## config.mk

```make
export PLATFORM = sky130hd
export DESIGN_NAME = lightmap_bilinear_sampler
export DESIGN_NICKNAME = d
export VERILOG_FILES = /design/src/rtl/lbs_pkg.sv /design/src/rtl/lbs_accum.sv /design/src/rtl/lbs_queue.sv /design/src/rtl/lbs_interp.sv /design/src/rtl/lightmap_bilinear_sampler.sv
export SDC_FILE = /design/constraint.sdc
export NUM_CORES = 2
export LEC_CHECK = 0
export ABC_AREA = 1
export BUFFER_PORTS_ARGS = -buffer_cell sky130_fd_sc_hd__buf_4
export CORE_MARGIN = 4
export CORE_UTILIZATION = 66
export DETAILED_ROUTE_END_ITERATION = 8
export HOLD_SLACK_MARGIN = 0.1
export PLACE_DENSITY = 0.83
export SLEW_MARGIN = 40
export SYNTH_ARGS = -nofsm -noshare
export SYNTH_HDL_FRONTEND = slang
export SYNTH_SLANG_ARGS = --single-unit
```

## constraint.sdc

```tcl
create_clock -name clk -period 10.65 [get_ports clk]
set_input_delay 2.13 -clock clk [delete_from_list [all_inputs] [get_ports clk]]
set_output_delay 2.13 -clock clk [all_outputs]
set_load 0.05 [all_outputs]
```

## src/rtl/lbs_pkg.sv

```systemverilog
// Shared types, constants and the interpolation step for the lightmap sampler.
// No dependencies; every other file in rtl/ imports this package.
package lbs_pkg;

  localparam int TEXEL_W     = 24;
  localparam int LEVEL_W     = 10;
  localparam int FRAC_W      = 4;
  localparam int ACC_W       = 12;
  localparam int CHAN_W      = 8;
  localparam int N_CORNERS   = 4;
  localparam int N_CHAN      = 3;
  // (255 * 1023) >> 8 fits in ten bits
  localparam int ADD_W       = CHAN_W + LEVEL_W - 8;
  localparam int QUEUE_DEPTH = 2;

  localparam logic [ACC_W-1:0] ACC_MAX = {ACC_W{1'b1}};

  // One input beat: a single style layer
  typedef struct packed {
    logic [TEXEL_W-1:0] texel_00;
    logic [TEXEL_W-1:0] texel_01;
    logic [TEXEL_W-1:0] texel_10;
    logic [TEXEL_W-1:0] texel_11;
    logic [LEVEL_W-1:0] style_level;
    logic [FRAC_W-1:0]  s_fraction;
    logic [FRAC_W-1:0]  t_fraction;
    logic               last_layer;
  } in_item_t;

  // One result beat
  typedef struct packed {
    logic [ACC_W-1:0] red;
    logic [ACC_W-1:0] green;
    logic [ACC_W-1:0] blue;
  } out_item_t;

  // Corner sums of one finished sample, indexed [corner][channel]
  typedef logic [N_CORNERS-1:0][N_CHAN-1:0][ACC_W-1:0] sums_t;

  // Work handed from the accumulator to the interpolator
  typedef struct packed {
    sums_t             sums;
    logic [FRAC_W-1:0] s_fraction;
    logic [FRAC_W-1:0] t_fraction;
  } job_t;

  // Queue status seen by its two neighbors
  typedef struct packed {
    logic full;
    logic empty;
  } q_stat_t;

  // a + floor((b - a) * f / 16); the result always lies between a and b
  function automatic logic [ACC_W-1:0] lerp4(input logic [ACC_W-1:0]  a,
                                             input logic [ACC_W-1:0]  b,
                                             input logic [FRAC_W-1:0] f);
    logic signed [ACC_W:0]          diff;
    logic signed [ACC_W+FRAC_W+1:0] prod;
    logic signed [ACC_W+FRAC_W+1:0] res;
    diff = $signed({1'b0, b}) - $signed({1'b0, a});
    prod = $signed({{(FRAC_W+1){diff[ACC_W]}}, diff}) * $signed({{(ACC_W+2){1'b0}}, f});
    res  = $signed({{(FRAC_W+2){1'b0}}, a}) + (prod >>> FRAC_W);
    return res[ACC_W-1:0];
  endfunction

endpackage

```

## src/rtl/lbs_accum.sv

```systemverilog
// Front end of the sampler: scales each layer's texels and sums them per corner.
// Depends on lbs_pkg; pushes finished corner sums into lbs_queue.
module lbs_accum (
  input  logic              clk,
  input  logic              rst_n,
  input  logic              in_push,
  output logic              in_full,
  input  lbs_pkg::in_item_t in_data,
  input  lbs_pkg::q_stat_t  q_stat,
  output logic              q_push,
  output lbs_pkg::job_t     q_data
);
  import lbs_pkg::*;

  logic [N_CORNERS-1:0][N_CHAN-1:0][ADD_W-1:0] add_r, add_nxt;
  logic [FRAC_W-1:0] sf_r, tf_r;
  logic              last_r;
  logic              p_vld_r, p_vld_nxt;
  sums_t             acc_r, acc_nxt, sat_sum;
  logic              stall, accept, fire;
  logic [N_CORNERS-1:0][TEXEL_W-1:0] texels;

  assign texels = {in_data.texel_11, in_data.texel_10, in_data.texel_01, in_data.texel_00};

  // Stall only when a last layer cannot hand its sums to a full queue
  assign stall   = p_vld_r && last_r && q_stat.full;
  assign in_full = stall;
  assign accept  = in_push && !in_full;
  assign fire    = p_vld_r && !stall;

  // Scale each texel byte by the style level
  always_comb begin
    for (int c = 0; c < N_CORNERS; c++) begin
      for (int k = 0; k < N_CHAN; k++) begin
        logic [CHAN_W+LEVEL_W-1:0] prod;
        prod = {{LEVEL_W{1'b0}}, texels[c][k*CHAN_W +: CHAN_W]} *
               {{CHAN_W{1'b0}}, in_data.style_level};
        add_nxt[c][k] = prod[CHAN_W+LEVEL_W-1:8];
      end
    end
  end

  // Add into the corner sums, saturating at full scale
  always_comb begin
    for (int c = 0; c < N_CORNERS; c++) begin
      for (int k = 0; k < N_CHAN; k++) begin
        logic [ACC_W:0] s;
        s = {1'b0, acc_r[c][k]} + {{(ACC_W+1-ADD_W){1'b0}}, add_r[c][k]};
        sat_sum[c][k] = s[ACC_W] ? ACC_MAX : s[ACC_W-1:0];
      end
    end
  end

  // Add each layer into the corner sums; clear them once a sample is handed on
  always_comb begin
    acc_nxt = acc_r;
    if (fire) begin
      acc_nxt = last_r ? '0 : sat_sum;
    end
  end

  assign p_vld_nxt = accept || stall;

  assign q_push            = fire && last_r;
  assign q_data.sums       = sat_sum;
  assign q_data.s_fraction = sf_r;
  assign q_data.t_fraction = tf_r;

  always_ff @(posedge clk) begin
    if (!rst_n) begin
      p_vld_r <= 1'b0;
      acc_r   <= '0;
    end else begin
      p_vld_r <= p_vld_nxt;
      acc_r   <= acc_nxt;
    end
  end

  // Hold the scaled layer until the sum stage takes it
  always_ff @(posedge clk) begin
    if (accept) begin
      add_r  <= add_nxt;
      sf_r   <= in_data.s_fraction;
      tf_r   <= in_data.t_fraction;
      last_r <= in_data.last_layer;
    end
  end

  a_clear_after_last: assert property (@(posedge clk) disable iff (!rst_n)
    q_push |=> acc_r == '0)
    else $error("corner sums not cleared after a last layer");

  a_stall_needs_layer: assert property (@(posedge clk) disable iff (!rst_n)
    in_full |-> p_vld_r)
    else $error("input stalled with no layer waiting");

endmodule

```

## src/rtl/lbs_queue.sv

```systemverilog
// Short queue of finished corner sums between the accumulator and interpolator.
// Depends on lbs_pkg for the job and status types.
module lbs_queue #(
  parameter int DEPTH = lbs_pkg::QUEUE_DEPTH
) (
  input  logic             clk,
  input  logic             rst_n,
  input  logic             push,
  input  lbs_pkg::job_t    wr_data,
  input  logic             pop,
  output lbs_pkg::job_t    rd_data,
  output lbs_pkg::q_stat_t stat
);
  import lbs_pkg::*;

  localparam int PW = (DEPTH > 1) ? $clog2(DEPTH) : 1;
  localparam int CW = $clog2(DEPTH + 1);
  localparam logic [PW-1:0] LAST_IDX = PW'(DEPTH - 1);
  localparam logic [CW-1:0] FULL_CNT = CW'(DEPTH);

  job_t          mem [DEPTH];
  logic [PW-1:0] wr_ptr_r, wr_ptr_nxt, rd_ptr_r, rd_ptr_nxt;
  logic [CW-1:0] cnt_r, cnt_nxt;
  logic          do_push, do_pop;

  assign stat.full  = (cnt_r == FULL_CNT);
  assign stat.empty = (cnt_r == '0);
  assign do_push    = push && !stat.full;
  assign do_pop     = pop && !stat.empty;
  assign rd_data    = mem[rd_ptr_r];

  // Advance pointers with wrap at the queue depth and track the fill count
  always_comb begin
    wr_ptr_nxt = wr_ptr_r;
    rd_ptr_nxt = rd_ptr_r;
    cnt_nxt    = cnt_r;
    if (do_push) begin
      wr_ptr_nxt = (wr_ptr_r == LAST_IDX) ? '0 : wr_ptr_r + PW'(1);
    end
    if (do_pop) begin
      rd_ptr_nxt = (rd_ptr_r == LAST_IDX) ? '0 : rd_ptr_r + PW'(1);
    end
    case ({do_push, do_pop})
      2'b10:   cnt_nxt = cnt_r + CW'(1);
      2'b01:   cnt_nxt = cnt_r - CW'(1);
      default: cnt_nxt = cnt_r;
    endcase
  end

  always_ff @(posedge clk) begin
    if (!rst_n) begin
      wr_ptr_r <= '0;
      rd_ptr_r <= '0;
      cnt_r    <= '0;
    end else begin
      wr_ptr_r <= wr_ptr_nxt;
      rd_ptr_r <= rd_ptr_nxt;
      cnt_r    <= cnt_nxt;
    end
  end

  always_ff @(posedge clk) begin
    if (do_push) begin
      mem[wr_ptr_r] <= wr_data;
    end
  end

  a_no_push_full: assert property (@(posedge clk) disable iff (!rst_n)
    !(push && stat.full))
    else $error("job pushed into a full queue");

  a_no_pop_empty: assert property (@(posedge clk) disable iff (!rst_n)
    !(pop && stat.empty))
    else $error("job popped from an empty queue");

endmodule

```

## src/rtl/lbs_interp.sv

```systemverilog
// Back end of the sampler: bilinear interpolation of queued corner sums.
// Depends on lbs_pkg (lerp4, job and result types); drives the result port.
module lbs_interp (
  input  logic               clk,
  input  logic               rst_n,
  input  lbs_pkg::job_t      q_data,
  input  lbs_pkg::q_stat_t   q_stat,
  output logic               q_pop,
  output logic               out_empty,
  input  logic               out_pop,
  output lbs_pkg::out_item_t out_data
);
  import lbs_pkg::*;

  logic [N_CHAN-1:0][ACC_W-1:0] top_r, top_nxt, bot_r, bot_nxt;
  logic [FRAC_W-1:0]            tf_r;
  logic                         s1_vld_r, s1_vld_nxt;
  logic                         o_vld_r, o_vld_nxt;
  logic [N_CHAN-1:0][ACC_W-1:0] res_nxt;
  out_item_t                    o_data_r;
  logic                         s1_adv, o_adv;

  // Move forward whenever the next stage has room
  assign o_adv  = !o_vld_r || out_pop;
  assign s1_adv = !s1_vld_r || o_adv;
  assign q_pop  = s1_adv && !q_stat.empty;

  // Interpolate along s on both rows
  always_comb begin
    for (int k = 0; k < N_CHAN; k++) begin
      top_nxt[k] = lerp4(q_data.sums[0][k], q_data.sums[1][k], q_data.s_fraction);
      bot_nxt[k] = lerp4(q_data.sums[2][k], q_data.sums[3][k], q_data.s_fraction);
    end
  end

  // Interpolate along t between the rows
  always_comb begin
    for (int k = 0; k < N_CHAN; k++) begin
      res_nxt[k] = lerp4(top_r[k], bot_r[k], tf_r);
    end
  end

  assign s1_vld_nxt = s1_adv ? !q_stat.empty : s1_vld_r;
  assign o_vld_nxt  = o_adv ? s1_vld_r : o_vld_r;

  always_ff @(posedge clk) begin
    if (!rst_n) begin
      s1_vld_r <= 1'b0;
      o_vld_r  <= 1'b0;
    end else begin
      s1_vld_r <= s1_vld_nxt;
      o_vld_r  <= o_vld_nxt;
    end
  end

  always_ff @(posedge clk) begin
    if (q_pop) begin
      top_r <= top_nxt;
      bot_r <= bot_nxt;
      tf_r  <= q_data.t_fraction;
    end
    if (o_adv && s1_vld_r) begin
      o_data_r.red   <= res_nxt[0];
      o_data_r.green <= res_nxt[1];
      o_data_r.blue  <= res_nxt[2];
    end
  end

  assign out_empty = !o_vld_r;
  assign out_data  = o_data_r;

  a_stage_moves: assert property (@(posedge clk) disable iff (!rst_n)
    (s1_vld_r && o_adv) |=> o_vld_r)
    else $error("row result dropped before the output register");

endmodule

```

## src/rtl/lightmap_bilinear_sampler.sv

```systemverilog
// Top level of the lightmap bilinear sampler: accumulator, job queue, interpolator.
// Depends on lbs_pkg, lbs_accum, lbs_queue and lbs_interp.
//
//   channel  ports                       beat
//   input    in_push, in_full, in_data    one style layer (in_item_t)
//   result   out_pop, out_empty, out_data one RGB sample (out_item_t)
//
// One layer is accepted per cycle while in_full is low. A layer waits in the
// scale register, whose output the corner-sum adders fold into the sums; a last
// layer then goes through the job queue and two interpolation registers before
// its result appears. Reset is synchronous and empties all stages and clears the
// corner sums. A stalled result fills the queue (QUEUE_DEPTH jobs), after which
// in_full rises on the next last layer.
module lightmap_bilinear_sampler #(
  parameter int QUEUE_DEPTH = lbs_pkg::QUEUE_DEPTH
) (
  input  logic               clk,
  input  logic               rst_n,
  input  logic               in_push,
  output logic               in_full,
  input  lbs_pkg::in_item_t  in_data,
  output logic               out_empty,
  input  logic               out_pop,
  output lbs_pkg::out_item_t out_data
);
  import lbs_pkg::*;

  q_stat_t q_stat;
  logic    q_push, q_pop;
  job_t    q_wr, q_rd;

  lbs_accum u_accum (
    .clk     (clk),
    .rst_n   (rst_n),
    .in_push (in_push),
    .in_full (in_full),
    .in_data (in_data),
    .q_stat  (q_stat),
    .q_push  (q_push),
    .q_data  (q_wr)
  );

  lbs_queue #(
    .DEPTH (QUEUE_DEPTH)
  ) u_queue (
    .clk     (clk),
    .rst_n   (rst_n),
    .push    (q_push),
    .wr_data (q_wr),
    .pop     (q_pop),
    .rd_data (q_rd),
    .stat    (q_stat)
  );

  lbs_interp u_interp (
    .clk       (clk),
    .rst_n     (rst_n),
    .q_data    (q_rd),
    .q_stat    (q_stat),
    .q_pop     (q_pop),
    .out_empty (out_empty),
    .out_pop   (out_pop),
    .out_data  (out_data)
  );

endmodule
```

## Word level (Yosys, flattened, before mapping)

Memory sizes are Yosys's and may differ from the RTL's. A register that Yosys moved wholly into a read port is not among the register bits.
Index checks and enable logic that the tools add are counted.

| storage, ports and cells | value |
|---|---|
| flip-flop bits (word level) | 392 |
| memories kept | 1 |
| bits of input ports | 119 |
| memory bits (writable) | 304 |
| logic and storage cells | 141 |

| cells by class | value |
|---|---|
| multiplexer cells | 20 |
| equality and inequality tests | 3 |
| add/subtract/negate cells | 34 |
| multipliers | 21 |
| reduce and logical (&&, ||, !) cells | 19 |

Memories:

| memory | depth | width | rd ports | clocked after memory_dff | wr ports | RTL line | RTL |
|---|---|---|---|---|---|---|---|
| u_queue.mem | 2 | 152 | 1 | 1 | 1 | lbs_queue.sv:21 | `job_t mem [DEPTH];` |

Operators by type and width:

| cell | count |
|---|---|
| multiplier 8 x 10 -> 18 bit | 12 |
| adder 12 x 10 -> 13 bit | 12 |
| multiplier 13 x 5 -> 16 bit | 9 |
| two-way mux 12 bit | 12 |
| two-way mux 144 bit | 1 |
| subtractor 12 x 12 -> 13 bit | 9 |
| adder 12 bit | 9 |
| logical AND 1 bit | 9 |
| two-way mux 1 bit | 6 |
| zero test 1 bit | 5 |
| equality test 2 bit, second input constant | 2 |
| case mux 2 bit (2 select lines) | 1 |
| logical OR 1 bit | 3 |
| adder 1 bit, second input constant | 2 |
| adder 2 x 1 -> 2 bit, second input constant | 1 |
| equality test 2 x 1 -> 1 bit, second input constant | 1 |
| zero test 2 bit | 1 |
| nonzero test 2 bit | 1 |
| subtractor 2 x 1 -> 2 bit, second input constant | 1 |

## Logic depth before layout (Yosys ltp)

| depth | value |
|---|---|
| depth in word-level cells | 8 |
| mapped depth | 42 |
| depth with buffers taken out | 37 |

## Cells and area by module

A second synthesis with hierarchy kept.

| second synthesis, totals | value |
|---|---|
| cell total of the unflattened synthesis | 11956 |
| area total of the unflattened synthesis | 90630.7 µm² |

By module, submodules not included:

| module | times used | cells an instance | area each (µm²) | sequential area each (µm²) |
|---|---|---|---|---|
| lbs_accum | 1 | 7277 | 49755.2 | 6776.5 |
| lbs_interp | 1 | 4166 | 29340.6 | 3403.3 |
| lbs_queue | 1 | 513 | 11534.8 | 9228.9 |

## Least setup slack after synthesis

No wires, ideal clock.

| timing | value |
|---|---|
| kind | input port to flip-flop |
| start | input port in_push |
| end | register u_accum.add_r[0] (netlist name), enable pin |
| stages on the path | 2 |
| path slack | 2.532 ns |
| data required time | 10.031 ns |
| arrival | 7.499 ns |
| cell sequence | inv_1 > nor2_1 |

| between the ends | value |
|---|---|
| cells in the longest elaborated chain, start to end | 1 |

RTL lines:

| item | RTL line | RTL |
|---|---|---|
| start, declared | lightmap_bilinear_sampler.sv:19 | `input logic in_push,` |
| logical AND 1 bit | lbs_accum.sv:28 | `assign accept = in_push && !in_full;` |
| via u_accum.accept | lbs_accum.sv:20 | `logic stall, accept, fire;` |
| end signal, assigned | lbs_accum.sv:82 | `add_r <= add_nxt;` |
| end, declared | lbs_accum.sv:15 | `logic [N_CORNERS-1:0][N_CHAN-1:0][ADD_W-1:0] add_r, add_nxt;` |

The timed path passes the listed nets, and every way through them passes these cells.
A chain may end at the register's enable or synchronous reset.

==> results_dict.tcl <==
set metrics [dict create \
    postRouteAntennaNets 0 \
    critPathLaunchType "flip-flop" \
    yosys_most_used_dff "edfxtp_1" \
    wl_met1_um 90900 \
    drt-initial-drc-count 5558 \
    reg2reg_slack_ns 2.81 \
    clock_latency_ns 0.69 \
    syn_inst 11400 \
    h-tree-depth 3 \
    crit_path_end "u_interp.top_r[11]" \
    dpl.hpwl_um 169000 \
    track_usage_pct 31.2 \
    core-area_um2 130000 \
    grt_pass1_wl_um 355000 \
    cts_tree "yes" \
    fin_crit_ns 7.84 \
    root_buffer "clkbuf_16" \
    ys_types 50 \
    fillCellCount 10500 \
    synth_area_leaders "edfxtp_1, fa_1, ha_1" \
    yosysWarnings 0 \
    slowest_stage "dfxtp_4" \
    wl_met2_um 98600 \
    synth_edf_count 545 \
    grt_pass1_vias 73200 \
    cp_common_cell "nand2_1" \
    final_cells 13100 \
    rr_worst_depth 35 \
    synthesis.nets 13300 \
    fin_skew_ns 0.0295 \
    worst-path-stages 35 \
    dr.pass1.iters 8 \
    ctsResizeCount 0 \
    routed-via-count 73000 \
    cts_made_buffers 77 \
    reg2reg_to "u_interp.top_r[11]" \
    route.met3.wl_um 16300 \
    synth_top_area_share_pct 18.8 \
    setup_tns_ns 0 \
    area_growth_pct 5.73 \
    dieArea_um2 138000 \
    clock-sinks 697 \
    clockBufferDepth 3 \
    required_ns 11.09 \
    grt_max_degree 97 \
    cp_top_family "adder cells" \
    final_core_util_pct 70.7 \
    critical_path_class "flip-flop to flip-flop" \
    ys_seq_area_share_pct 22.3 \
    routed.top_layer "met5" \
    path_buf_inv 6 \
    io_pins 157 \
    fp.dieH_um 371 \
    totalWireLength_um 212000 \
    finalSetupViolCount 0 \
    cp-end-kind "flip-flop" \
    arrival_ns 8.27 \
    drive_gt1_share_pct 4.35 \
    hold_path.class "flip-flop to flip-flop" \
    post-route-period-util_pct 73.6 \
    gp_congestion 0.963 \
    relSlewSlack_pct 42.2 \
    maxCapViolCount 0 \
    port_buffers 156 \
    worst_pin_slew_ns 0.866 \
    syn_area_um2 87000 \
    maxSlewViolCount 0 \
    wl_per_cell_um 16.2 \
    detail_route.vias_per_cell 5.56 \
    final_area_um2 92000 \
    yosysTopAreaCell "edfxtp_1" \
    async_flop_share_pct 0 \
    initial_core_util_pct 66.8 \
    cp_max_fo 69 \
    postCtsSetupRepairBufs 0 \
    drc 0 \
    run_status "completed" \
    synth_area_per_cell_um2 7.64 \
    hold_buffers 0 \
    rsz0062_at_grt "no" \
    placed_cells 13000 \
    layout.nets 13200 \
    worst_path_largest_cell_delay_ns 0.64 \
    hold_violations 0 \
    gr-total-overflow 0 \
    dpl_cell_area_um2 89300 \
    antenna_found_initial 7 \
    rows 132 \
    clk_pin_slew_ns 0.06 \
    ys_ff_latch 697 \
    max_freq_ghz 0.128 \
    die_w_um 371 \
]
==> worst register-to-register path, delay by kind of cell (launching register included) <==
kind | cells | cell delay (ns)
AND/OR/NAND/NOR | 15 | 1.41
buffers and inverters | 6 | 1.42
flip-flops | 1 | 0.64
AO/OA/AOI/OAI | 4 | 0.68
XOR/XNOR | 2 | 0.49
adder cells (fa/ha/maj) | 7 | 2.79
multiplexers | 1 | 0.21
==> worst min-delay path by stage <==
stage	to	cells past startpoint	start
final	u_queue.rd_ptr_r	1	u_queue.rd_ptr_r
after global routing	u_queue.mem[0][2]	0	u_accum.tf_r[2]
after CTS	u_queue.rd_ptr_r	1	u_queue.rd_ptr_r
after detailed placement	u_queue.mem[0][1]	0	u_accum.tf_r[1]
after global placement	u_queue.mem[0][2]	0	u_accum.tf_r[2]
after floorplan	u_queue.mem[0][0]	0	u_accum.tf_r[0]
==> kinds of logic (layout without fill, tap and decap cells) <==
kind of cell | Yosys count | after routing | synth area share, %
adder cells (fa/ha/maj) | 1798 | 1798 | 32.8
buffers and inverters | 2670 | 2669 | 11.7
AO/OA/AOI/OAI | 1239 | 1239 | 7.84
AND/OR/NAND/NOR | 4593 | 4593 | 21.5
flip-flops | 697 | 697 | 22.3
other | 0 | 6 | 0
multiplexers | 6 | 6 | 0.0691
XOR/XNOR | 382 | 382 | 3.85
==> area by class of cell <==
class / instances / area (µm²) / share of cell area (%)
multi-input cells: 8018 / 57500 / 62.5
flip-flops and latches: 697 / 19400 / 21.1
inverters: 2331 / 8760 / 9.53
well taps: 1742 / 2180 / 2.37
clock buffers: 84 / 1980 / 2.16
repair buffers: 195 / 1520 / 1.65
clock inverters: 59 / 612 / 0.665
diodes: 6 / 15.0 / 0.0163
==> routing by layer <==
metal,vias to the layer above,track usage (%)
met3,444,4.95
met5,-,0
met4,6,9.78
met2,2733,52.3
li1,35300,-
met1,34500,41.8
==> flip-flops by register name, summed over array words and instances, names as in the netlist, named ones only <==
name,cells
u_queue.wr_ptr_r,1
u_accum.sf_r,4
u_accum.acc_r,144
u_interp.o_vld_r,1
u_queue.mem,304
u_queue.cnt_r,2
u_interp.tf_r,4
u_accum.p_vld_r,1
u_interp.top_r,36
u_interp.bot_r,36
u_accum.tf_r,4
u_accum.add_r,120
u_interp.out_data,36
u_accum.last_r,1
u_interp.s1_vld_r,1
u_queue.rd_ptr_r,1
==> through the flow <==
stage,hold slack [ns],worst slack [ns]
finish,0.459,2.81
global route,0.471,2.16
CTS,0.457,2.89
detailed placement,0.431,2.88
global placement,0.427,3.22
floorplan,0.421,2.53
==> layout by cell type (no fill, tap or decap), drive strengths merged <==
| cell type | netlist | layout |
|---|---|---|
| and2 | 5 | 5 |
| nand2 | 3008 | 3008 |
| clkbuf | 179 | 84 |
| xnor2 | 132 | 132 |
| o21ai | 327 | 327 |
| mux2i | 6 | 6 |
| a21o | 67 | 67 |
| ha | 997 | 997 |
| clkinvlp | 0 | 10 |
| buf | 160 | 195 |
| nor4 | 21 | 21 |
| a22oi | 3 | 3 |
| and3 | 3 | 3 |
| a21oi | 677 | 677 |
| diode | 0 | 6 |
| nand2b | 5 | 5 |
| dfxtp | 152 | 152 |
| nor3 | 79 | 79 |
| a221oi | 11 | 11 |
| o211ai | 10 | 10 |
| o21bai | 58 | 58 |
| o31ai | 7 | 7 |
| a31o | 4 | 4 |
| a211oi | 20 | 20 |
| o21a | 18 | 18 |
| xor2 | 250 | 250 |
| bufinv | 0 | 6 |
| edfxtp | 545 | 545 |
| o2111ai | 3 | 3 |
| inv | 2330 | 2343 |
| clkinv | 1 | 31 |
| fa | 801 | 801 |
| nand3b | 28 | 28 |
| nor2 | 767 | 767 |
| or2 | 128 | 128 |
| a31oi | 23 | 23 |
| a21boi | 11 | 11 |
| nand3 | 481 | 481 |
| nand4 | 68 | 68 |
==> Yosys cell counts, types with 6 or more instances <==
cell type,n
edfxtp_1,545
buf_1,104
nand3_1,478
a21boi_0,11
or2_2,128
a31oi_1,23
a221oi_1,11
nand2_2,7
nand4_1,68
inv_1,2326
nor3_1,74
fa_1,801
a21o_1,67
xor2_1,250
nand3b_1,28
o211ai_1,10
nor4_1,21
nand2_1,3001
o21ai_1,9
dfxtp_1,152
o21ai_0,315
o31ai_1,7
o21bai_1,54
ha_1,997
xnor2_1,132
clkbuf_1,179
a21oi_1,677
a211oi_1,20
nor2_1,766
buf_2,45
o21a_1,18
buf_4,6
mux2i_1,6
Power is left out: the tool's default activity adds up to more than one toggle a clock period on the data nets, which glitch-free logic cannot reach.
